==> src/rtl/pt2s_pkg.sv <==
package pt2s_pkg;

    localparam int FRAC_BITS_DEFAULT = 16;

    localparam int VP_WIDTH = 13;
    localparam logic [VP_WIDTH-1:0] VP_WIDTH_RESET  = 13'd320;
    localparam logic [VP_WIDTH-1:0] VP_HEIGHT_RESET = 13'd240;

    localparam int CFG_INDEX_WIDTH = 2;
    localparam logic [CFG_INDEX_WIDTH-1:0] REG_VIEWPORT_WIDTH  = 2'd0;
    localparam logic [CFG_INDEX_WIDTH-1:0] REG_VIEWPORT_HEIGHT = 2'd1;

    typedef enum logic [1:0] {
        OP_LOAD_MODELVIEW  = 2'd0,
        OP_LOAD_PROJECTION = 2'd1,
        OP_PROJECT         = 2'd2
    } opcode_t;

    typedef struct packed {
        opcode_t            op;
        logic [3:0]         element_index;
        logic signed [31:0] element_value;
        logic signed [31:0] point_x;
        logic signed [31:0] point_y;
        logic signed [31:0] point_z;
    } item_t;

    typedef enum logic [2:0] {
        BK_IDLE,
        BK_XFORM,
        BK_DIV,
        BK_MAP,
        BK_OUT
    } back_state_t;

endpackage

==> src/rtl/pt2s_queue.sv <==
module pt2s_queue (
    input  logic            clk,
    input  logic            rst_n,
    input  logic            push,
    input  pt2s_pkg::item_t push_item,
    output logic            full,
    output logic            pop_valid,
    input  logic            pop_ready,
    output pt2s_pkg::item_t pop_item
);

    pt2s_pkg::item_t entry_reg [2];
    logic       wr_ptr_reg, wr_ptr_next;
    logic       rd_ptr_reg, rd_ptr_next;
    logic [1:0] count_reg, count_next;
    logic       pop;

    assign full      = (count_reg == 2'd2);
    assign pop_valid = (count_reg != 2'd0);
    assign pop_item  = entry_reg[rd_ptr_reg];
    assign pop       = pop_valid && pop_ready;

    always_comb
    begin
        wr_ptr_next = push ? !wr_ptr_reg : wr_ptr_reg;
        rd_ptr_next = pop ? !rd_ptr_reg : rd_ptr_reg;
        count_next  = count_reg + 2'(push) - 2'(pop);
    end

    always_ff @(posedge clk or negedge rst_n)
    begin
        if (!rst_n)
        begin
            wr_ptr_reg <= 1'b0;
            rd_ptr_reg <= 1'b0;
            count_reg  <= 2'd0;
        end
        else
        begin
            wr_ptr_reg <= wr_ptr_next;
            rd_ptr_reg <= rd_ptr_next;
            count_reg  <= count_next;
        end
    end

    always_ff @(posedge clk)
    begin
        if (push)
        begin
            entry_reg[wr_ptr_reg] <= push_item;
        end
    end

endmodule

==> config.mk <==
export PLATFORM = sky130hd
export DESIGN_NAME = pt2s_queue
export DESIGN_NICKNAME = d
export VERILOG_FILES = /design/src/rtl/pt2s_pkg.sv /design/src/rtl/pt2s_queue.sv
export SDC_FILE = /design/constraint.sdc
export NUM_CORES = 1
export LEC_CHECK = 0
export BUFFER_PORTS_ARGS = -buffer_cell sky130_fd_sc_hd__clkbuf_2
export CORE_AREA = 8 8 146 148
export CTS_BUF_LIST = sky130_fd_sc_hd__clkbuf_8
export DETAILED_ROUTE_END_ITERATION = 10
export DIE_AREA = 0 0 154 156
export MAX_ROUTING_LAYER = met4
export PLACE_DENSITY = 0.89
export SYNTH_ARGS = -nofsm -noshare
export SYNTH_HDL_FRONTEND = slang
export SYNTH_SLANG_ARGS = --single-unit
export TNS_END_PERCENT = 50
==> constraint.sdc <==
create_clock -name clk -period 8.2 [get_ports clk]
set_input_delay 0.82 -clock clk [delete_from_list [all_inputs] [get_ports clk]]
set_output_delay 0.82 -clock clk [all_outputs]
set_load 0.05 [all_outputs]
==> impl_metrics.env <==
export IMPL_status="completed"
export IMPL_top_level_ports=274
export IMPL_syn_area_mm2=0.01006
export IMPL_setup_viol_count_final=0
export IMPL_largest_register_ffs=268
export IMPL_route_detailed_drc=0
export IMPL_grt_pass1_vias=5806
export IMPL_total_leakage_power_nw=4.981
export IMPL_fp_dieH_um=156
export IMPL_ff2ff_setup_slack_ps=5340
export IMPL_grt_first_pass_wirelength_um=30710
export IMPL_cts_resized=0
export IMPL_tightest_slew_ps=1105
export IMPL_min_path_type="primary input to asynchronous set/reset pin"
export IMPL_synth_seq_cells=272
export IMPL_routed_wl_um=20410
export IMPL_fillers=1249
export IMPL_fin_worst_skew_ps=15.47
export IMPL_critPathMaxFanout=78
export IMPL_period_share=0.5079
export IMPL_maxCapViolCount=0
export IMPL_post_cts_buffers=0
export IMPL_post_route_cells_drive_above_1_share=0.6091
export IMPL_crit_required_ps=7380
export IMPL_dp_hpwl_um=14010
export IMPL_grt_ovfl_total=0
export IMPL_htreeDepth=2
export IMPL_ant_nets=0
export IMPL_routed_via_density=5.110
export IMPL_final_util=0.6544
export IMPL_nets=882
export IMPL_crit_path_start_kind="flop"
export IMPL_hold_buffers=0
export IMPL_coreArea_mm2=0.01908
export IMPL_clk_latency_ps=530
export IMPL_cts_buffers=44
export IMPL_grt_max_degree=79
export IMPL_synth_cell_types=14
export IMPL_port_buffers=273
export IMPL_fin_crit_ps=4165
export IMPL_synth_nets=574
export IMPL_clk_path_buf_depth=3
export IMPL_dp_cells=934
export IMPL_hold_viol=0
export IMPL_rsz0062_at_grt="false"
export IMPL_layout_common_cells="273 x clkbuf_2, 268 x edfxtp_1, 84 x mux2_2, 50 x mux2_4, 46 x clkbuf_8"
export IMPL_final_cells=1009
export IMPL_setup_tns_final_ps=0
export IMPL_area_growth_pct=24.07
export IMPL_cts_tree="yes"
export IMPL_synth_area_per_cell_um2=23.19
export IMPL_routedWlPerCell_um=20.23
export IMPL_gp_congestion=0.7730
export IMPL_cp_arrival_ps=3340
export IMPL_cts_root_buf="clkbuf_8"
export IMPL_die_w_um=154
export IMPL_multiInputGateArea_mm2=0.001799
export IMPL_clk_pin_slew_ps=60
export IMPL_rows=51
export IMPL_drv_slew=0
export IMPL_netlist_instances=434
export IMPL_ys_warn_count=0
export IMPL_grt_util_all_layers=0.1706
export IMPL_start_util=0.5274
export IMPL_max_freq_ghz=0.2401
export IMPL_mostFrequentLayoutCell="clkbuf_2"
export IMPL_seq_area_frac_synth=0.8096
export IMPL_path_class="flop to output pin"
export IMPL_cp_end_kind="output pin"
export IMPL_dr_pass1_iters=4
export IMPL_powerDensity_mw_per_mm2=414.0
export IMPL_relSlewSlack=0.2633
export IMPL_regArea_mm2=0.008152
export IMPL_vias=5156
export IMPL_cts_sinks=272
export IMPL_dieArea_mm2=0.02402
export IMPL_peakVddDrop_mv=0.2944
export IMPL_whs_ps=113.6
export IMPL_antenna_found_initial=1
export IMPL_drt_iter0_markers=254
cell type report:
type                       instances  area share
tap                              238     0.02385
timing repair buffer             277      0.1118
antenna                            1   0.0002004
sequential                       272      0.6529
clock buffer                      46     0.05071
inverter                           2   0.0006013
clock inverter                    28     0.01583
multi-input combinational        145      0.1441
per-layer routing:
metal  wire (um)  track usage  share of wire
met5           0            -              0
met4         528      0.06766          0.026
met3        1639      0.06011          0.080
met2       10340       0.2866           0.51
met1        7909       0.1831           0.39
per-stage QoR:
stage / area (um2) / power (mW) / setup WS (ps)
after floorplan: 10060 / 3.729 / 930.6
after global placement: 11650 / 4.089 / 4559
after detailed placement: 11650 / 4.130 / 4539
after CTS: 12480 / 5.233 / 3975
after global routing: 12490 / 5.374 / 3884
final: 12490 / 5.169 / 4035
cell usage after synthesis, drive strengths merged:
master / instances / area, um2
xnor2: 2 / 17.52
inv: 2 / 7.510
and2: 1 / 6.260
mux2: 134 / 1697
xor2: 2 / 17.52
dfrtp: 4 / 100.1
buf: 15 / 118.9
o21a: 1 / 7.510
nor2b: 2 / 12.51
edfxtp: 268 / 8048
ha: 2 / 25.02
or2: 1 / 6.260
report_power, final:
part | internal (mW) | switching [mW] | total [mW]
clock network | 0.610 | 0.487 | 1.10
logic | 0.601 | 1.48 | 2.08
registers | 1.85 | 0.138 | 1.99
final timing paths:
path,cells past startpoint,to,startpoint
setup / recovery,3,pop_item[62],rd_ptr_reg$_DFFE_PN0P_
hold / removal,1,wr_ptr_reg$_DFFE_PN0P_,rst_n
setup reg to reg,3,entry_reg[0][87]$_DFFE_PP_,wr_ptr_reg$_DFFE_PN0P_
hold reg to reg,1,wr_ptr_reg$_DFFE_PN0P_,wr_ptr_reg$_DFFE_PN0P_
max in group asynchronous,1,rd_ptr_reg$_DFFE_PN0P_,rst_n
min in group clk,1,entry_reg[0][127]$_DFFE_PP_,push_item[127]
worst max-delay path: stages, from the launching register on:
cell      delay [ps]
dfrtp_4         1070
buf_4            890
mux2_2           430
clkbuf_2         240
kinds of logic after synthesis:
family | share of synthesized area
AO/OA/AOI/OAI | 0.0007463
XOR/XNOR | 0.003482
adder cells (fa/ha/maj) | 0.002486
buffers and inverters | 0.01256
flip-flops | 0.8096
multiplexers | 0.1686
AND/OR/NAND/NOR | 0.002487
Power figures use the tool's default switching activity.
